## src/lla_pkg.sv

```systemverilog
// lla_pkg: shared types and constants for the lane line averager
// depends on nothing
`timescale 1ns / 1ps
package lla_pkg;
  localparam int CFG_IDX_W = 2;
  localparam logic [CFG_IDX_W-1:0] REG_TAN_LOW = 2'd0;
  localparam logic [CFG_IDX_W-1:0] REG_TAN_HIGH = 2'd1;
  localparam logic [CFG_IDX_W-1:0] REG_ROW_TOP = 2'd2;
  localparam logic [CFG_IDX_W-1:0] REG_ROW_BOTTOM = 2'd3;
  localparam logic [15:0] TAN_LOW_RST = 16'd148;
  localparam logic [15:0] TAN_HIGH_RST = 16'd1452;
  localparam logic [11:0] ROW_TOP_RST = 12'd208;
  localparam logic [11:0] ROW_BOTTOM_RST = 12'd320;
  localparam int SUM_W = 48;
  localparam int NUM_W = 64;
  localparam int QUO_W = 64;

  // controller to datapath
  typedef struct packed {
    logic load;       // capture input word and compute slope test
    logic div_start;  // start the shared divider
    logic div_sel;    // 0 slope, 1 column
    logic accum;      // add finished segment into lane sums
    logic col_side;   // lane under evaluation
    logic col_row;    // 0 top row, 1 bottom row
    logic col_save;   // store divider result as column
    logic out_load;   // load output register
    logic clear;      // clear lane sums
  } lla_cmd_t;

  // datapath to controller
  typedef struct packed {
    logic keep;       // segment passes tests
    logic div_done;
    logic lane_ok;    // lane under evaluation has n != 0 and sum_m != 0
  } lla_sts_t;
endpackage

```

## src/lane_line_averager.sv

```systemverilog
// lane_line_averager: top level, configuration registers and module wiring
// depends on lla_pkg, lla_ctrl, lla_datapath
//
// usage: segments enter on the in_ channel (valid/stall), one word per segment;
// a word with frame_last set closes the frame and causes two result words on
// the out_ channel, left lane first, then right lane with pair_last set.
// a kept segment is tested, then the shared 64-step bit-serial divider
// forms the slope; a rejected or empty segment needs no slope division.
// frame end adds two column divisions per found lane.
// in_stall is high whenever the sequencer is busy; one item is in flight.
// the result word sits in an output register; while out_stall is high it
// holds and the sequencer waits before loading the next word.
// reset clears lane sums and loads default thresholds and rows.
// cfg_ writes are taken at any time; cfg_ready is always high.
`timescale 1ns / 1ps
module lane_line_averager #(
  parameter int MAX_SEGMENTS = 1024,
  parameter int COORD_BITS = 12
) (
  input  logic                  clk,
  input  logic                  rst_n,
  input  logic                  in_valid,
  output logic                  in_stall,
  input  logic                  in_has_segment,
  input  logic [COORD_BITS-1:0] in_x_start,
  input  logic [COORD_BITS-1:0] in_y_start,
  input  logic [COORD_BITS-1:0] in_x_end,
  input  logic [COORD_BITS-1:0] in_y_end,
  input  logic                  in_frame_last,
  output logic                  out_valid,
  input  logic                  out_stall,
  output logic                  out_lane_side,
  output logic                  out_lane_found,
  output logic signed [15:0]    out_col_top,
  output logic [11:0]           out_top_row,
  output logic signed [15:0]    out_col_bottom,
  output logic [11:0]           out_bottom_row,
  output logic                  out_pair_last,
  input  logic                  cfg_valid,
  output logic                  cfg_ready,
  input  logic [lla_pkg::CFG_IDX_W-1:0] cfg_index,
  input  logic [15:0]           cfg_data
);
  import lla_pkg::*;

  logic [15:0] tan_low_r, tan_high_r;
  logic [11:0] row_top_r, row_bottom_r;
  lla_cmd_t cmd;
  lla_sts_t sts;

  assign cfg_ready = 1'b1;

  // configuration registers
  always_ff @(posedge clk) begin
    if (!rst_n) begin
      tan_low_r <= TAN_LOW_RST; tan_high_r <= TAN_HIGH_RST;
      row_top_r <= ROW_TOP_RST; row_bottom_r <= ROW_BOTTOM_RST;
    end else if (cfg_valid) begin
      case (cfg_index)
        REG_TAN_LOW: tan_low_r <= cfg_data;
        REG_TAN_HIGH: tan_high_r <= cfg_data;
        REG_ROW_TOP: row_top_r <= cfg_data[11:0];
        REG_ROW_BOTTOM: row_bottom_r <= cfg_data[11:0];
        default: ;
      endcase
    end
  end

  lla_ctrl u_ctrl (
    .clk(clk), .rst_n(rst_n), .in_valid(in_valid), .in_stall(in_stall),
    .in_has_segment(in_has_segment), .in_frame_last(in_frame_last),
    .out_valid(out_valid), .out_stall(out_stall), .cmd(cmd), .sts(sts)
  );

  lla_datapath #(.MAX_SEGMENTS(MAX_SEGMENTS), .COORD_BITS(COORD_BITS)) u_dp (
    .clk(clk), .rst_n(rst_n), .cmd(cmd), .sts(sts),
    .x_start(in_x_start), .y_start(in_y_start), .x_end(in_x_end), .y_end(in_y_end),
    .tan_low(tan_low_r), .tan_high(tan_high_r),
    .row_top(row_top_r), .row_bottom(row_bottom_r),
    .o_side(out_lane_side), .o_found(out_lane_found),
    .o_col_top(out_col_top), .o_top_row(out_top_row),
    .o_col_bottom(out_col_bottom), .o_bottom_row(out_bottom_row)
  );

  assign out_pair_last = out_lane_side;
endmodule

```

## src/lla_div.sv

```systemverilog
// lla_div: signed restoring divider, one quotient bit a cycle, truncates toward zero
// depends on lla_pkg
`timescale 1ns / 1ps
module lla_div (
  input  logic                      clk,
  input  logic                      rst_n,
  input  logic                      start,
  input  logic signed [lla_pkg::NUM_W-1:0] num,
  input  logic signed [lla_pkg::SUM_W-1:0] den,
  output logic                      done,
  output logic signed [lla_pkg::QUO_W-1:0] quo
);
  import lla_pkg::*;
  localparam int CNT_W = $clog2(NUM_W + 1);

  logic [NUM_W-1:0] q_r, q_nxt;
  logic [SUM_W:0]   rem_r, rem_nxt;
  logic [SUM_W-1:0] d_r, d_nxt;
  logic             neg_r, neg_nxt;
  logic [CNT_W-1:0] cnt_r, cnt_nxt;
  logic             busy_r, busy_nxt;
  logic             done_r, done_nxt;
  logic [SUM_W:0]   trial;
  logic [SUM_W+1:0] diff;

  always_comb begin
    trial = {rem_r[SUM_W-1:0], q_r[NUM_W-1]};
    diff  = {1'b0, trial} - {2'b00, d_r};
  end

  // iterate over quotient bits
  always_comb begin
    q_nxt = q_r; rem_nxt = rem_r; d_nxt = d_r; neg_nxt = neg_r;
    cnt_nxt = cnt_r; busy_nxt = busy_r; done_nxt = 1'b0;
    if (start) begin
      q_nxt = num[NUM_W-1] ? NUM_W'(-num) : num;
      d_nxt = den[SUM_W-1] ? SUM_W'(-den) : den;
      neg_nxt = num[NUM_W-1] ^ den[SUM_W-1];
      rem_nxt = '0;
      cnt_nxt = CNT_W'(NUM_W);
      busy_nxt = 1'b1;
    end else if (busy_r) begin
      if (!diff[SUM_W+1]) begin
        rem_nxt = diff[SUM_W:0];
        q_nxt = {q_r[NUM_W-2:0], 1'b1};
      end else begin
        rem_nxt = trial;
        q_nxt = {q_r[NUM_W-2:0], 1'b0};
      end
      cnt_nxt = cnt_r - CNT_W'(1);
      if (cnt_r == CNT_W'(1)) begin
        busy_nxt = 1'b0;
        done_nxt = 1'b1;
      end
    end
  end

  always_ff @(posedge clk) begin
    q_r <= q_nxt; rem_r <= rem_nxt; d_r <= d_nxt; neg_r <= neg_nxt; cnt_r <= cnt_nxt;
    if (!rst_n) begin
      busy_r <= 1'b0;
      done_r <= 1'b0;
    end else begin
      busy_r <= busy_nxt;
      done_r <= done_nxt;
    end
  end

  assign done = done_r;
  assign quo  = neg_r ? QUO_W'(-q_r) : QUO_W'(q_r);
endmodule

```

## src/lla_datapath.sv

```systemverilog
// lla_datapath: segment tests, lane sums, column numerators and output register
// depends on lla_pkg and lla_div
`timescale 1ns / 1ps
module lla_datapath #(
  parameter int MAX_SEGMENTS = 1024,
  parameter int COORD_BITS = 12
) (
  input  logic                  clk,
  input  logic                  rst_n,
  input  lla_pkg::lla_cmd_t     cmd,
  output lla_pkg::lla_sts_t     sts,
  input  logic [COORD_BITS-1:0] x_start,
  input  logic [COORD_BITS-1:0] y_start,
  input  logic [COORD_BITS-1:0] x_end,
  input  logic [COORD_BITS-1:0] y_end,
  input  logic [15:0]           tan_low,
  input  logic [15:0]           tan_high,
  input  logic [11:0]           row_top,
  input  logic [11:0]           row_bottom,
  output logic                  o_side,
  output logic                  o_found,
  output logic signed [15:0]    o_col_top,
  output logic [11:0]           o_top_row,
  output logic signed [15:0]    o_col_bottom,
  output logic [11:0]           o_bottom_row
);
  import lla_pkg::*;
  localparam int CW = COORD_BITS + 1;
  localparam int CNT_W = $clog2(MAX_SEGMENTS + 1);
  localparam int PW = COORD_BITS + 17;

  logic signed [CW-1:0] dx_r, dy_r;
  logic [COORD_BITS-1:0] xs_r, ys_r;
  logic                 keep_r;
  logic signed [CW-1:0] dx, dy;
  logic [CW-1:0]        adx, ady;
  logic [CW+16:0]       tl_prod, th_prod, ady_sh;

  // capture segment and run the slope window test
  always_comb begin
    dx = $signed({1'b0, x_end}) - $signed({1'b0, x_start});
    dy = $signed({1'b0, y_end}) - $signed({1'b0, y_start});
    adx = dx[CW-1] ? CW'(-dx) : CW'(dx);
    ady = dy[CW-1] ? CW'(-dy) : CW'(dy);
    tl_prod = (CW+17)'(tan_low) * (CW+17)'(adx);
    th_prod = (CW+17)'(tan_high) * (CW+17)'(adx);
    ady_sh = (CW+17)'(ady) << 8;
  end

  always_ff @(posedge clk) begin
    if (cmd.load) begin
      xs_r <= x_start; ys_r <= y_start; dx_r <= dx; dy_r <= dy;
      keep_r <= (dx != '0) && (ady_sh > tl_prod) && (ady_sh < th_prod);
    end
  end

  // divider operand selection
  logic                     div_done;
  logic signed [QUO_W-1:0]  quo;
  logic signed [NUM_W-1:0]  num;
  logic signed [SUM_W-1:0]  den;
  logic [CNT_W-1:0] lcnt_r, rcnt_r;
  logic signed [SUM_W-1:0] lsm_r, lsb_r, rsm_r, rsb_r;
  logic [CNT_W-1:0]        n_sel;
  logic signed [SUM_W-1:0] sm_sel, sb_sel;
  logic [11:0]             row_sel;
  logic [CNT_W+11:0]       ny;

  always_comb begin
    n_sel  = cmd.col_side ? rcnt_r : lcnt_r;
    sm_sel = cmd.col_side ? rsm_r : lsm_r;
    sb_sel = cmd.col_side ? rsb_r : lsb_r;
    row_sel = cmd.col_row ? row_bottom : row_top;
    ny = (CNT_W+12)'(n_sel) * (CNT_W+12)'(row_sel);
    if (cmd.div_sel) begin
      num = $signed({{(NUM_W-CNT_W-28){1'b0}}, ny, 16'h0000}) - NUM_W'(sb_sel);
      den = sm_sel;
    end else begin
      num = NUM_W'(dy_r) <<< 16;
      den = SUM_W'(dx_r);
    end
  end

  lla_div u_div (
    .clk(clk), .rst_n(rst_n), .start(cmd.div_start),
    .num(num), .den(den), .done(div_done), .quo(quo)
  );

  // slope and intercept of the held segment
  logic signed [PW-1:0]  m;
  logic signed [PW+COORD_BITS:0] mx;
  logic signed [SUM_W-1:0] b;
  always_comb begin
    m = PW'(quo);
    mx = (PW+COORD_BITS+1)'(m) * $signed({1'b0, xs_r});
    b = $signed(SUM_W'({ys_r, 16'h0000})) - SUM_W'(mx);
  end

  // lane sums
  always_ff @(posedge clk) begin
    if (!rst_n || cmd.clear) begin
      lcnt_r <= '0; rcnt_r <= '0;
      lsm_r <= '0; lsb_r <= '0; rsm_r <= '0; rsb_r <= '0;
    end else if (cmd.accum) begin
      if (m < 0 && lcnt_r < CNT_W'(MAX_SEGMENTS)) begin
        lcnt_r <= lcnt_r + CNT_W'(1);
        lsm_r <= lsm_r + SUM_W'(m);
        lsb_r <= lsb_r + b;
      end else if (m > 0 && rcnt_r < CNT_W'(MAX_SEGMENTS)) begin
        rcnt_r <= rcnt_r + CNT_W'(1);
        rsm_r <= rsm_r + SUM_W'(m);
        rsb_r <= rsb_r + b;
      end
    end
  end

  // saturate and hold columns
  logic signed [15:0] sat, ctop_r, cbot_r;
  always_comb begin
    if (quo > 64'sd32767) sat = 16'sh7fff;
    else if (quo < -64'sd32768) sat = 16'sh8000;
    else sat = quo[15:0];
  end

  always_ff @(posedge clk) begin
    if (cmd.col_save) begin
      if (cmd.col_row) cbot_r <= sat;
      else ctop_r <= sat;
    end
  end

  // output word register
  always_ff @(posedge clk) begin
    if (cmd.out_load) begin
      o_side <= cmd.col_side;
      o_found <= sts.lane_ok;
      o_col_top <= sts.lane_ok ? ctop_r : 16'sh0000;
      o_col_bottom <= sts.lane_ok ? cbot_r : 16'sh0000;
      o_top_row <= row_top;
      o_bottom_row <= row_bottom;
    end
  end

  assign sts = lla_sts_t'{keep: keep_r, div_done: div_done,
                          lane_ok: (n_sel != '0) && (sm_sel != '0)};
endmodule

```

## src/lla_ctrl.sv

```systemverilog
// lla_ctrl: sequencer for segment intake, slope division and frame-end emission
// depends on lla_pkg
`timescale 1ns / 1ps
module lla_ctrl (
  input  logic              clk,
  input  logic              rst_n,
  input  logic              in_valid,
  output logic              in_stall,
  input  logic              in_has_segment,
  input  logic              in_frame_last,
  output logic              out_valid,
  input  logic              out_stall,
  output lla_pkg::lla_cmd_t cmd,
  input  lla_pkg::lla_sts_t sts
);
  import lla_pkg::*;
  localparam logic [2:0] S_IDLE = 3'd0;
  localparam logic [2:0] S_TEST = 3'd1;
  localparam logic [2:0] S_SDIV = 3'd2;
  localparam logic [2:0] S_CDIV = 3'd3;
  localparam logic [2:0] S_CWAIT = 3'd4;
  localparam logic [2:0] S_EMIT = 3'd5;
  localparam logic [2:0] S_HOLD = 3'd6;

  logic [2:0] state_r, state_nxt;
  logic       last_r, last_nxt;
  logic       side_r, side_nxt;
  logic       row_r, row_nxt;
  logic       ov_r, ov_nxt;
  logic       accept;

  assign in_stall = (state_r != S_IDLE);
  assign accept = in_valid && !in_stall;
  assign out_valid = ov_r;

  always_comb begin
    state_nxt = state_r; last_nxt = last_r; side_nxt = side_r; row_nxt = row_r;
    ov_nxt = ov_r && out_stall;
    cmd = '0;
    cmd.col_side = side_r;
    cmd.col_row = row_r;
    cmd.div_sel = (state_r != S_SDIV) && (state_r != S_TEST);
    case (state_r)
      S_IDLE: begin
        if (accept) begin
          cmd.load = 1'b1;
          last_nxt = in_frame_last;
          if (in_has_segment) state_nxt = S_TEST;
          else if (in_frame_last) begin
            side_nxt = 1'b0; row_nxt = 1'b0; state_nxt = S_CDIV;
          end
        end
      end
      S_TEST: begin
        if (sts.keep) begin
          cmd.div_start = 1'b1;
          state_nxt = S_SDIV;
        end else if (last_r) begin
          side_nxt = 1'b0; row_nxt = 1'b0; state_nxt = S_CDIV;
        end else state_nxt = S_IDLE;
      end
      S_SDIV: begin
        if (sts.div_done) begin
          cmd.accum = 1'b1;
          if (last_r) begin
            side_nxt = 1'b0; row_nxt = 1'b0; state_nxt = S_CDIV;
          end else state_nxt = S_IDLE;
        end
      end
      S_CDIV: begin
        if (sts.lane_ok) begin
          cmd.div_start = 1'b1;
          state_nxt = S_CWAIT;
        end else state_nxt = S_EMIT;
      end
      S_CWAIT: begin
        if (sts.div_done) begin
          cmd.col_save = 1'b1;
          if (row_r) begin
            row_nxt = 1'b0;
            state_nxt = S_EMIT;
          end else begin
            row_nxt = 1'b1;
            state_nxt = S_CDIV;
          end
        end
      end
      S_EMIT: begin
        if (!ov_r || !out_stall) begin
          cmd.out_load = 1'b1;
          ov_nxt = 1'b1;
          if (side_r) begin
            cmd.clear = 1'b1;
            state_nxt = S_HOLD;
          end else begin
            side_nxt = 1'b1;
            state_nxt = S_CDIV;
          end
        end
      end
      S_HOLD: state_nxt = S_IDLE;
      default: state_nxt = S_IDLE;
    endcase
  end

  always_ff @(posedge clk) begin
    last_r <= last_nxt; side_r <= side_nxt; row_r <= row_nxt;
    if (!rst_n) begin
      state_r <= S_IDLE;
      ov_r <= 1'b0;
    end else begin
      state_r <= state_nxt;
      ov_r <= ov_nxt;
    end
  end
endmodule

```

## config.mk

```make
export PLATFORM = sky130hd
export DESIGN_NAME = lane_line_averager
export DESIGN_NICKNAME = d
export VERILOG_FILES = /design/src/lla_pkg.sv /design/src/lane_line_averager.sv /design/src/lla_div.sv /design/src/lla_datapath.sv /design/src/lla_ctrl.sv
export SDC_FILE = /design/constraint.sdc
export NUM_CORES = 2
export LEC_CHECK = 0
export BUFFER_PORTS_ARGS = -buffer_cell sky130_fd_sc_hd__buf_2
export CAP_MARGIN = 5
export CORE_MARGIN = 2
export CORE_UTILIZATION = 65
export DETAILED_ROUTE_END_ITERATION = 10
export HOLD_SLACK_MARGIN = 0.08
export PLACE_DENSITY_LB_ADDON = 0.05
export SKIP_CTS_REPAIR_TIMING = 1
export SLEW_MARGIN = 15
export SYNTH_ARGS = -nofsm -noshare
export SYNTH_HDL_FRONTEND = slang
export SYNTH_SLANG_ARGS = --single-unit
```

## constraint.sdc

```tcl
create_clock -name clk -period 14.94 [get_ports clk]
set_input_delay 3.735 -clock clk [delete_from_list [all_inputs] [get_ports clk]]
set_output_delay 3.735 -clock clk [all_outputs]
set_load 0.02 [all_outputs]
```

==> flow_summary.toml <==
[final_layout]
nNetsFinal = 10100
syn_to_final_growth_pct = 6.04
drive_above_1_share = 0.0568
final_area_um2 = 78400
final_common_cell = "nand2_1"
final_cell_mix = "nand2_1, inv_1, fa_1, ha_1, a21oi_1"

[status]
status = "complete, no violations"

[logic_synthesis]
synth_edf_count = 257
synth_cells = 8777
ys_seq_area_frac = 0.194
ys_ff_latch = 588
synthArstFlopShare = 0
syn_area_per_cell_um2 = 8.42
yosysTopAreaCell = "fa_1"
syn_nets = 10200
ys.flop_type = "dfxtp_1"
synth_top_area_frac = 0.199
yosysUniqueCellTypes = 99
synthTopCellsByArea = "fa_1, ha_1, edfxtp_1"
synth_area_um2 = 73900
yosysWarningCount = 0

[cts]
cts_tree = "built"
clk_path_buf_depth = 3
path_clk_slew_ns = 0.07
cts_sinks = 588
clk_latency_ns = 0.67
cts-root-buf = "clkbuf_16"
htree_levels = 3
numCtsBuffers = 74

[min_path]
worstHoldStart = "row_top_r[8]"
worstHoldEndpoint = "u_dp.o_top_row[8]"
hold_class = "flop to flop"
hold_path_depth = 0

[worst_setup_path]
r2r_slack_ns = 1.99
cpPeakStageDelay_ns = 0.64
worstPathMaxFanout = 12
worstRegToRegCells = 43
critical_path_class = "primary input to flop"
crit_top_cell = "fa_1"
regToRegStartpoint = "u_dp.u_div.q_r[0]"
required_ns = 15.41
arrival_ns = 14.02
slowest_stage = "or4b_2"
reg2reg_to = "u_dp.rsb_r[45]"
crit_path_end_kind = "flop"
startpoint_type = "primary input"

[flow_run]
maxCapViolations = 0

[detailed_routing]
drc = 0
wirelength_um = 207000
drt_first_iter_violations = 4728
vias_per_cell = 6.07
first_pass_iters = 6
detail_route.wl_per_cell_um = 20.2
vias = 62300
antenna_left = 0

[floorplan]
initial_core_util = 0.656
die_y_um = 341
core_um2 = 113000
die_w_um = 341
dieArea_um2 = 116000
rows = 123
num_io_pins = 135

[sta]
drv_slew = 0
period_share = 0.906
tightest_slew_ns = 1.22
whs_ns = 0.452
fin_crit_ns = 13.54
finalClockSkew_ns = 0.0370
hold_viol_final = 0
finalSetupViolCount = 0
fin_setup_tns_ns = 0
rsz0062_at_grt = "no"
relSlewSlack = 0.177
fmax_mhz = 73.8

[global_route]
grtUsageTotal = 0.357
grt_max_degree = 118
grt_pass1_wl_um = 331000
overflow = 0
antenna_found_initial = 2
grt_pass1_vias = 61200

[placed_design]
dpl.hpwl_um = 162000
gp_congestion = 0.958
portBuffers = 133
placed_area_um2 = 75900
==> registers in the layout, indices dropped and copies added, names as in the netlist, 13 cells and up <==
register and flops:
u_dp.ctop_r 16, u_dp.u_div.q_r 64, tan_low_r 16, u_dp.o_col_bottom 16
u_dp.dx_r 13, u_dp.rsm_r 48, u_dp.lsb_r 48, u_dp.cbot_r 16
u_dp.lsm_r 48, u_dp.dy_r 13, u_dp.o_col_top 16, u_dp.u_div.rem_r 48
u_dp.rsb_r 48, u_dp.u_div.d_r 48, tan_high_r 16
==> per-layer routing <==
metal / wire [µm] / track usage / vias to the layer above / part of all wire
li1: - / - / 29200 / -
met1: 85300 / 0.466 / 30400 / 0.41
met2: 95400 / 0.583 / 2154 / 0.46
met3: 15200 / 0.0583 / 453 / 0.073
met4: 10700 / 0.166 / 2 / 0.052
met5: 13 / 0 / - / 0.000063
==> how the worst max path moves through the flow <==
stage / from / slack (ns) / cells after the start / to
3_3_place_gp: in_x_end[0] / 1.19 / 43 / u_dp.keep_r
3_5_place_dp: in_x_start[1] / 0.92 / 39 / u_dp.keep_r
2_1_floorplan: in_x_start[1] / 1.81 / 38 / u_dp.keep_r
4_1_cts: in_x_end[0] / 1.57 / 43 / u_dp.keep_r
5_1_grt: in_x_end[0] / 0.76 / 46 / u_dp.keep_r
6_report: in_x_end[0] / 1.40 / 43 / u_dp.keep_r
==> worst max-delay path: cells and delay by family <==
family,cells,cell delay (ns)
adder cells (fa/ha/maj),9,3.85
XOR/XNOR,1,0.61
AND/OR/NAND/NOR,8,1.73
AO/OA/AOI/OAI,19,3.59
buffers and inverters,6,0.49
==> cells in the mapped netlist (11+ instances only) <==
library cell and n:
nand2_1 1211, inv_1 1045, fa_1 734, ha_1 638
a21oi_1 613, nor2_1 455, and2_1 425, o21ai_0 368
dfxtp_1 331, clkbuf_1 328, xnor2_1 309, edfxtp_1 257
a21o_1 218, xor2_1 207, nand3_1 163, mux2i_1 155
nor3_1 132, nor2b_1 94, a21boi_0 67, nand2b_1 65
nand4_1 61, o21bai_1 61, a31oi_1 60, and3_1 58
or3_1 53, a211oi_1 52, o21a_1 48, o31ai_1 48
nor4_1 44, buf_2 39, mux2_2 36, or2_2 25
or4_1 25, nor3b_1 23, o211ai_1 20, buf_1 19
a221oi_1 16, a2111oi_0 14, nand4b_1 14, a41oi_1 13
o41ai_1 13, nand3b_1 12, o22ai_1 12, a211o_1 11
a31o_2 11
==> metrics by stage <==
stage / worst slack (ns) / util / instances
2_1_floorplan: 1.81 / - / 8777
3_3_place_gp: 1.19 / 0.674 / 10100
3_5_place_dp: 0.920 / 0.674 / 10100
4_1_cts: 1.57 / 0.696 / 10200
5_1_grt: 0.762 / 0.696 / 10200
6_report: 1.40 / 0.696 / 10300
==> cells by family (layout without fill, tap and decap cells) <==
kind of cell	Yosys count	in the layout	synth area share
muxes	191	191	0.0265
xor gates and xnor gates	516	516	0.0611
and+or+nand+nor	2912	2912	0.189
other	1	6	0.0000507
DFF	588	588	0.194
AOI/OAI and AO/OA	1758	1758	0.148
buffers and inverters	1439	1409	0.0743
adders and majority gates	1372	1372	0.307
==> cell type report <==
type,instances,area [µm²]
flip-flops and latches,588,14300
fillers,9299,34300
clock inverters,39,419
multi-input cells,6750,54400
clock buffers,97,2060
diodes,5,12.5
well taps,1500,1880
repair buffers,228,1400
inverters,1045,3920
Power is not shown: default switching activity piles up to over one toggle a cycle in this logic, so the estimate is an artifact.
